--- src/rtl/smrd_pkg.sv ---
// Shared constants, codes and types for the stereo mean / RMS decimator.
`default_nettype none

package smrd_pkg;

    // Fixed field widths
    localparam int SAMPLE_BITS = 16;
    localparam int WIDTH_BITS  = 16;
    localparam int ACC_BITS    = 48;
    localparam int LEVEL_BITS  = 17;
    localparam int INDEX_BITS  = 16;
    localparam int ROOT_BITS   = ACC_BITS / 2;

    // Result word: level and bucket index, padded to whole bytes
    localparam int OUT_RAW  = LEVEL_BITS + INDEX_BITS;
    localparam int OUT_BITS = ((OUT_RAW + 7) / 8) * 8;

    // Reset values of the configuration registers
    localparam int BUCKET_WIDTH_RESET  = 1;
    localparam int RMS_THRESHOLD_RESET = 10;

    // Configuration register indexes
    localparam int CFG_INDEX_BITS = 2;
    localparam logic [CFG_INDEX_BITS-1:0] CFG_BUCKET_WIDTH  = 2'd0;
    localparam logic [CFG_INDEX_BITS-1:0] CFG_RMS_THRESHOLD = 2'd1;

    // Shared iteration unit: step counts and operation codes
    localparam int DIV_STEPS  = ACC_BITS;
    localparam int SQRT_STEPS = ACC_BITS / 2;
    localparam int STEP_BITS  = $clog2(DIV_STEPS);

    localparam logic OP_DIV  = 1'b0;
    localparam logic OP_SQRT = 1'b1;

    // Command into the iteration unit
    typedef struct packed {
        logic start;
        logic op;
    } t_iter_cmd;

endpackage

`default_nettype wire

--- src/rtl/smrd_iter.sv ---
// Shared iterative unit: restoring divide (one bit a cycle) and square root (one digit a cycle).
`default_nettype none

module smrd_iter
    import smrd_pkg::*;
#(
    parameter int WIDTH_BITS = smrd_pkg::WIDTH_BITS,
    // Remainder wide enough for both the divisor and the partial root
    parameter int REM_BITS   = (WIDTH_BITS + 3 > ROOT_BITS + 4) ? WIDTH_BITS + 3 : ROOT_BITS + 4
) (
    input  wire                           i_clk,
    input  wire                           i_rst_n,
    input  wire  t_iter_cmd               i_cmd,
    input  wire        [ACC_BITS-1:0]     i_num,
    input  wire        [WIDTH_BITS+1:0]   i_den,
    output logic                          o_done,
    output logic       [ACC_BITS-1:0]     o_quo,
    output logic       [REM_BITS-1:0]     o_rem
);

    logic                    r_busy;
    logic                    r_done;
    logic                    r_op;
    logic [STEP_BITS-1:0]    r_cnt;
    logic [ACC_BITS-1:0]     r_x;
    logic [ACC_BITS-1:0]     r_quo;
    logic [REM_BITS-1:0]     r_rem;
    logic [WIDTH_BITS+1:0]   r_den;

    logic [REM_BITS-1:0]     w_shifted;
    logic [REM_BITS-1:0]     w_trial;
    logic [REM_BITS:0]       w_diff;
    logic                    w_ge;

    // Pick the shifted remainder and the trial value for this step
    always_comb begin
        if (r_op == OP_SQRT) begin
            w_shifted = {r_rem[REM_BITS-3:0], r_x[ACC_BITS-1 -: 2]};
            w_trial   = {r_quo[REM_BITS-3:0], 2'b01};
        end else begin
            w_shifted = {r_rem[REM_BITS-2:0], r_x[ACC_BITS-1]};
            w_trial   = REM_BITS'(r_den);
        end
        w_diff = {1'b0, w_shifted} - {1'b0, w_trial};
        w_ge   = ~w_diff[REM_BITS];
    end

    // Load on start, then advance one step a cycle
    always_ff @(posedge i_clk) begin
        if (!i_rst_n) begin
            r_busy <= 1'b0;
            r_done <= 1'b0;
            r_cnt  <= '0;
        end else if (i_cmd.start) begin
            r_busy <= 1'b1;
            r_done <= 1'b0;
            r_cnt  <= (i_cmd.op == OP_SQRT) ? STEP_BITS'(SQRT_STEPS - 1)
                                            : STEP_BITS'(DIV_STEPS - 1);
        end else if (r_busy) begin
            r_cnt <= r_cnt - 1'b1;
            if (r_cnt == '0) begin
                r_busy <= 1'b0;
                r_done <= 1'b1;
            end
        end else begin
            r_done <= 1'b0;
        end
    end

    always_ff @(posedge i_clk) begin
        if (i_cmd.start) begin
            r_op  <= i_cmd.op;
            r_x   <= i_num;
            r_den <= i_den;
            r_quo <= '0;
            r_rem <= '0;
        end else if (r_busy) begin
            r_rem <= w_ge ? w_diff[REM_BITS-1:0] : w_shifted;
            r_quo <= {r_quo[ACC_BITS-2:0], w_ge};
            if (r_op == OP_SQRT) begin
                r_x <= {r_x[ACC_BITS-3:0], 2'b00};
            end else begin
                r_x <= {r_x[ACC_BITS-2:0], 1'b0};
            end
        end
    end

    assign o_done = r_done;
    assign o_quo  = r_quo;
    assign o_rem  = r_rem;

endmodule

`default_nettype wire

--- src/rtl/stereo_mean_rms_decimator.sv ---
// Top level of the stereo bucket mean / RMS decimator: handshakes, accumulator, sequencer.
//
//  channel   direction  handshake                    payload
//  s (in)    slave      i_s_tvalid / o_s_tready      i_s_tdata: sample_left, sample_right
//  m (out)   master     o_m_tvalid / i_m_tready      o_m_tdata: level, bucket_index
//  cfg       slave      i_cfg_valid / o_cfg_ready    i_cfg_index, i_cfg_data
//
// A word that does not close a bucket passes through accept, add left and add right.
// A bucket end adds a prepare state, a divide of 48 steps in the shared unit, in RMS mode
// a square root, and a final state that loads the output register and waits out any output stall.
// i_rst_n is synchronous; it clears the accumulator, bucket position and bucket index.
// A stalled output holds the result; input words are still taken until the next bucket end.
`default_nettype none

module stereo_mean_rms_decimator
    import smrd_pkg::*;
#(
    parameter int WIDTH_BITS = smrd_pkg::WIDTH_BITS
) (
    input  wire                        i_clk,
    input  wire                        i_rst_n,
    // slave stream
    input  wire                        i_s_tvalid,
    output logic                       o_s_tready,
    input  wire  [2*SAMPLE_BITS-1:0]   i_s_tdata,   // [15:0] sample_left, [31:16] sample_right
    // master stream
    output logic                       o_m_tvalid,
    input  wire                        i_m_tready,
    output logic [OUT_BITS-1:0]        o_m_tdata,   // [16:0] level, [32:17] bucket_index, zeros
    // configuration write
    input  wire                        i_cfg_valid,
    output logic                       o_cfg_ready,
    input  wire  [CFG_INDEX_BITS-1:0]  i_cfg_index,
    input  wire  [WIDTH_BITS-1:0]      i_cfg_data
);

    localparam int REM_BITS = (WIDTH_BITS + 3 > ROOT_BITS + 4) ? WIDTH_BITS + 3 : ROOT_BITS + 4;
    localparam logic [LEVEL_BITS-1:0] MAX_LEVEL = LEVEL_BITS'(1) << (SAMPLE_BITS - 1);

    // Sequencer states
    localparam logic [2:0] S_IDLE  = 3'd0;
    localparam logic [2:0] S_ACC_L = 3'd1;
    localparam logic [2:0] S_ACC_R = 3'd2;
    localparam logic [2:0] S_PREP  = 3'd3;
    localparam logic [2:0] S_DIV   = 3'd4;
    localparam logic [2:0] S_SQRT  = 3'd5;
    localparam logic [2:0] S_FIN   = 3'd6;

    logic [2:0]                     r_state;
    logic [WIDTH_BITS-1:0]          r_bw;
    logic [WIDTH_BITS-1:0]          r_thr;
    logic signed [SAMPLE_BITS-1:0]  r_left;
    logic signed [SAMPLE_BITS-1:0]  r_right;
    logic                           r_rms;
    logic [ACC_BITS-1:0]            r_acc;
    logic [WIDTH_BITS-1:0]          r_fp;
    logic [INDEX_BITS-1:0]          r_cnt;
    logic                           r_neg;
    logic [LEVEL_BITS-1:0]          r_level;
    logic                           r_out_valid;
    logic [LEVEL_BITS-1:0]          r_out_level;
    logic [INDEX_BITS-1:0]          r_out_index;

    logic [WIDTH_BITS-1:0]          w_width;
    logic                           w_rms;
    logic [WIDTH_BITS:0]            w_n;
    logic [WIDTH_BITS+1:0]          w_den;
    logic                           w_end;
    logic signed [SAMPLE_BITS-1:0]  w_smp;
    logic signed [2*SAMPLE_BITS-1:0] w_sq;
    logic [ACC_BITS-1:0]            w_term;
    logic [ACC_BITS-1:0]            n_acc;
    logic [ACC_BITS-1:0]            w_mag;
    logic [ACC_BITS-1:0]            w_num;
    logic                           w_load;

    t_iter_cmd                      w_cmd;
    logic                           w_done;
    logic [ACC_BITS-1:0]            w_quo;
    logic [REM_BITS-1:0]            w_rem;
    logic [ROOT_BITS:0]             w_root;
    logic [LEVEL_BITS-1:0]          w_mean_mag;
    logic [LEVEL_BITS-1:0]          w_mean_level;
    logic [LEVEL_BITS-1:0]          w_rms_level;

    // Effective width and mode from the current registers
    assign w_width = (r_bw == '0) ? WIDTH_BITS'(1) : r_bw;
    assign w_rms   = w_width > r_thr;
    assign w_n     = {1'b0, r_fp} + 1'b1;
    assign w_den   = {w_n, 1'b0};
    assign w_end   = w_n >= {1'b0, w_width};

    // Accumulate one channel per cycle: square or raw sample
    assign w_smp  = (r_state == S_ACC_L) ? r_left : r_right;
    assign w_sq   = w_smp * w_smp;
    assign w_term = r_rms ? {{(ACC_BITS - 2*SAMPLE_BITS){1'b0}}, w_sq}
                          : {{(ACC_BITS - SAMPLE_BITS){w_smp[SAMPLE_BITS-1]}}, w_smp};
    assign n_acc  = r_acc + w_term;

    // Dividend: sum of squares, or magnitude of the sum plus half the divisor
    assign w_mag = r_acc[ACC_BITS-1] ? (~r_acc + 1'b1) : r_acc;
    assign w_num = (r_state == S_PREP) ? (r_rms ? r_acc : (w_mag + ACC_BITS'(w_n))) : w_quo;

    // Start the divide after accumulation, the root after an RMS divide
    always_comb begin
        w_cmd.start = 1'b0;
        w_cmd.op    = OP_DIV;
        if (r_state == S_PREP) begin
            w_cmd.start = 1'b1;
        end else if (r_state == S_DIV && w_done && r_rms) begin
            w_cmd.start = 1'b1;
            w_cmd.op    = OP_SQRT;
        end
    end

    smrd_iter #(
        .WIDTH_BITS (WIDTH_BITS),
        .REM_BITS   (REM_BITS)
    ) u_iter (
        .i_clk   (i_clk),
        .i_rst_n (i_rst_n),
        .i_cmd   (w_cmd),
        .i_num   (w_num),
        .i_den   (w_den),
        .o_done  (w_done),
        .o_quo   (w_quo),
        .o_rem   (w_rem)
    );

    // Saturate and sign the mean; round and saturate the root
    assign w_mean_mag   = (w_quo > ACC_BITS'(MAX_LEVEL)) ? MAX_LEVEL : w_quo[LEVEL_BITS-1:0];
    assign w_mean_level = r_neg ? (~w_mean_mag + 1'b1) : w_mean_mag;
    assign w_root       = {1'b0, w_quo[ROOT_BITS-1:0]}
                        + ((w_rem > REM_BITS'(w_quo[ROOT_BITS-1:0])) ? 1'b1 : 1'b0);
    assign w_rms_level  = (w_root > (ROOT_BITS+1)'(MAX_LEVEL)) ? MAX_LEVEL
                                                              : w_root[LEVEL_BITS-1:0];

    assign w_load = (r_state == S_FIN) && (!r_out_valid || i_m_tready);

    // Configuration registers
    always_ff @(posedge i_clk) begin
        if (!i_rst_n) begin
            r_bw  <= WIDTH_BITS'(BUCKET_WIDTH_RESET);
            r_thr <= WIDTH_BITS'(RMS_THRESHOLD_RESET);
        end else if (i_cfg_valid) begin
            unique case (i_cfg_index)
                CFG_BUCKET_WIDTH:  r_bw  <= i_cfg_data;
                CFG_RMS_THRESHOLD: r_thr <= i_cfg_data;
                default: ;
            endcase
        end
    end

    // Sequencer and bucket state
    always_ff @(posedge i_clk) begin
        if (!i_rst_n) begin
            r_state <= S_IDLE;
            r_acc   <= '0;
            r_fp    <= '0;
            r_cnt   <= '0;
            r_rms   <= 1'b0;
        end else begin
            unique case (r_state)
                S_IDLE: begin
                    if (i_s_tvalid) begin
                        r_rms   <= w_rms;
                        r_state <= S_ACC_L;
                    end
                end
                S_ACC_L: begin
                    r_acc   <= n_acc;
                    r_state <= S_ACC_R;
                end
                S_ACC_R: begin
                    r_acc <= n_acc;
                    if (w_end) begin
                        r_state <= S_PREP;
                    end else begin
                        r_fp    <= w_n[WIDTH_BITS-1:0];
                        r_state <= S_IDLE;
                    end
                end
                S_PREP: begin
                    r_state <= S_DIV;
                end
                S_DIV: begin
                    if (w_done) begin
                        r_state <= r_rms ? S_SQRT : S_FIN;
                    end
                end
                S_SQRT: begin
                    if (w_done) begin
                        r_state <= S_FIN;
                    end
                end
                S_FIN: begin
                    if (w_load) begin
                        r_cnt   <= r_cnt + 1'b1;
                        r_fp    <= '0;
                        r_acc   <= '0;
                        r_state <= S_IDLE;
                    end
                end
                default: r_state <= S_IDLE;
            endcase
        end
    end

    // Capture samples, sign and finished level
    always_ff @(posedge i_clk) begin
        if (r_state == S_IDLE && i_s_tvalid) begin
            r_left  <= i_s_tdata[SAMPLE_BITS-1:0];
            r_right <= i_s_tdata[2*SAMPLE_BITS-1:SAMPLE_BITS];
        end
        if (r_state == S_PREP) begin
            r_neg <= r_acc[ACC_BITS-1];
        end
        if (r_state == S_DIV && w_done && !r_rms) begin
            r_level <= w_mean_level;
        end
        if (r_state == S_SQRT && w_done) begin
            r_level <= w_rms_level;
        end
    end

    // Output register: hold until taken
    always_ff @(posedge i_clk) begin
        if (!i_rst_n) begin
            r_out_valid <= 1'b0;
        end else if (w_load) begin
            r_out_valid <= 1'b1;
        end else if (i_m_tready) begin
            r_out_valid <= 1'b0;
        end
    end

    always_ff @(posedge i_clk) begin
        if (w_load) begin
            r_out_level <= r_level;
            r_out_index <= r_cnt;
        end
    end

    assign o_s_tready  = (r_state == S_IDLE);
    assign o_m_tvalid  = r_out_valid;
    assign o_m_tdata   = {{(OUT_BITS - OUT_RAW){1'b0}}, r_out_index, r_out_level};
    assign o_cfg_ready = 1'b1;

endmodule

`default_nettype wire
--- config.mk ---
export PLATFORM = sky130hd
export DESIGN_NAME = stereo_mean_rms_decimator
export DESIGN_NICKNAME = d
export VERILOG_FILES = /design/src/rtl/smrd_pkg.sv /design/src/rtl/smrd_iter.sv /design/src/rtl/stereo_mean_rms_decimator.sv
export SDC_FILE = /design/constraint.sdc
export NUM_CORES = 2
export LEC_CHECK = 0
export BUFFER_PORTS_ARGS = -buffer_cell sky130_fd_sc_hd__clkbuf_2
export CAP_MARGIN = 5
export CORE_MARGIN = 2
export CORE_UTILIZATION = 38
export DETAILED_ROUTE_END_ITERATION = 8
export SKIP_CTS_REPAIR_TIMING = 1
export SYNTH_ARGS = -nofsm -noshare
export SYNTH_HDL_FRONTEND = slang
export SYNTH_SLANG_ARGS = --single-unit
--- constraint.sdc ---
create_clock -name i_clk -period 13.55 [get_ports i_clk]
set_input_delay 2.0325 -clock i_clk [delete_from_list [all_inputs] [get_ports i_clk]]
set_output_delay 2.0325 -clock i_clk [all_outputs]
set_load 0.03 [all_outputs]
==> results_dict.tcl <==
set metrics [dict create \
    status "finished clean" \
    die-area_mm2 0.0922 \
    report.final.hold_viol_count 0 \
    hold_path_class "reg -> reg" \
    layout.nets 4402 \
    start_util_pct 38.5 \
    rsz0062_at_grt "no" \
    slew_viol_final 0 \
    timing.setup.tns_ns 0 \
    routabilityCongestion 0.942 \
    ys_seq_area_share_pct 24.9 \
    drc 0 \
    pre_cts_ws_ns 2.21 \
    relSlewSlack_pct 14.5 \
    cts_buffer_depth 3 \
    cts.clk_slew.worst_paths_ns 0.06 \
    dp_hpwl_um 70300 \
    io_buffers 89 \
    htree_levels 2 \
    cp.required_ns 14.05 \
    drv_cap 0 \
    synth_cells 3920 \
    yosys-top-cells-count "inv_1, nand2_1, nor2_1" \
    cts.sinks 350 \
    drive_gt1_share_pct 7.60 \
    ys_ff_latch 350 \
    crit_fanout 18 \
    slowest_delay_ns 0.91 \
    cp-start-kind "flop" \
    path_class "reg -> reg" \
    ant_nets 0 \
    ys_warn_count 0 \
    arrival_ns 11.90 \
    cp-end-kind "flop" \
    finalCritPeriodShare_pct 84.1 \
    diodes 0 \
    post-synth-top-area-cell "fa_1" \
    dp_cells 4985 \
    initialDrtViolationCount 1791 \
    synth_top_area_share_pct 13.8 \
    synth_ff_type "dfxtp_1" \
    cts_tree "done" \
    fmax_ghz 0.0877 \
    grt_pass1_vias 27000 \
    worst_slack_ns 2.15 \
    synth.area.top_cells "fa_1, edfxtp_1, dfxtp_1" \
    via_per_inst 5.50 \
    fin_crit_ns 11.40 \
    die_w_um 304 \
    syn_avg_cell_area_um2 8.70 \
    die_y_um 304 \
    synth.most_common_cell "inv_1" \
    cts_buffers 42 \
    clk_latency_ns 0.61 \
    skew_ns 0.0340 \
    coreArea_mm2 0.0886 \
    antenna_found_initial 0 \
    gr-total-overflow 0 \
    area_delta_synth_final_pct 7.76 \
    syn-cell-area_mm2 0.0341 \
    ys_types 105 \
    track_usage_pct 19.6 \
    wl_um 91800 \
    drt_pass1_iterations 7 \
    num_vias 27800 \
    ios 98 \
    wl_per_cell_um 18.1 \
    holdWs_ns 0.416 \
    grt_max_degree 80 \
    synthArstFlopShare_pct 0 \
    worst_pin_slew_ns 1.28 \
    synth_enable_flop_cells 149 \
    rows 109 \
    grt_pass1_wl_um 148000 \
    cpMaxStageDelayCell "mux2i_1" \
    cts-root-buf "clkbuf_16" \
    finalNonFillerCells 5062 \
    finalSetupViolCount 0 \
]
==> flip-flops by register name, summed over array words and instances (netlist names), 3 cells and up <==
signal        flops
r_right          16
r_out_level      17
u_iter.r_x       48
u_iter.o_rem     28
r_cnt            16
u_iter.r_cnt      6
u_iter.r_den     17
u_iter.o_quo     48
r_bw             16
r_fp             16
r_out_index      16
r_acc            48
r_thr            16
r_left           16
r_state           3
r_level          17
==> final cells by class <==
cell class	instances	area, µm²
fillers	8840	51900
multi-input cells	2889	23000
flip-flops and latches	350	8510
inverters	449	1690
well taps	1165	1460
clock buffers	55	1140
repair buffers	132	768
clock inverters	22	196
==> cell families after synthesis <==
family	count (synthesis)	synth area share [%]
AOI/OAI and AO/OA	866	16.9
xor gates and xnor gates	217	5.57
adders and majority gates	483	22.9
buffers and inverters	687	7.81
DFF	350	24.9
muxes	190	5.71
other	2	0.0220
and+or+nand+nor	1125	16.1
==> per-stage QoR <==
step	cell area, µm²	util [%]
after floorplan	34100	-
after global placement	35400	40.0
after detailed placement	35400	40.0
after CTS	36800	41.5
after global routing	36800	41.5
final	36800	41.5
==> final timing paths <==
check                                  endpoint   startpoint  slack (ns)  cells after the start
worst max-delay path                  r_acc[45]   r_state[0]        2.15                     37
worst max register to register        r_acc[45]   r_state[0]        2.15                     37
worst min register to register  r_out_level[11]  r_level[11]        0.42                      0
worst min-delay path            r_out_level[11]  r_level[11]        0.42                      0
==> critical path, delay by kind of cell (launching register included) <==
kind / cells / cell delay (ns)
simple gates: 6 / 1.20
xor+xnor: 1 / 0.21
compound gates: 15 / 3.40
fa+ha+maj: 8 / 3.64
mux: 2 / 1.14
buf+inv: 5 / 1.14
flops: 1 / 0.56
==> routing by layer <==
layer | part of all wire [%] | global-route usage (%) | vias up | routed length, µm
met5 | 0 | 0 | - | 0
li1 | - | - | 13600 | -
met2 | 46 | 32.6 | 739 | 42600
met4 | 2.9 | 6.11 | 0 | 2660
met3 | 4.9 | 2.21 | 167 | 4470
met1 | 46 | 26.7 | 13400 | 42100
==> placed cells by master, fill, tap and decap left out, types with 11 or more instances in the layout <==
cell,count
a22oi_1,33
dfxtp_1,198
o211ai_1,47
o21ai_0,164
nand3_1,98
nand2_1,334
or3_1,27
o31ai_1,26
buf_4,43
and3_1,26
nor3b_1,11
clkbuf_16,43
a211oi_1,32
nor3_1,58
nor2_1,298
nor2b_1,27
clkinv_1,16
o21ai_1,11
a31oi_1,26
nor4_1,36
edfxtp_1,149
mux2_2,37
a21oi_1,224
fa_1,236
xor2_1,67
o21bai_1,20
and4_1,11
clkbuf_2,89
and2_1,18
or4_1,12
o21a_1,32
inv_1,436
nand2b_1,40
nand4_1,64
xnor2_1,150
a21o_1,91
o311ai_0,21
mux2i_1,152
o41ai_1,17
ha_1,247
Power is not shown: default switching activity piles up to over one toggle a cycle in this logic, so the estimate is an artifact.
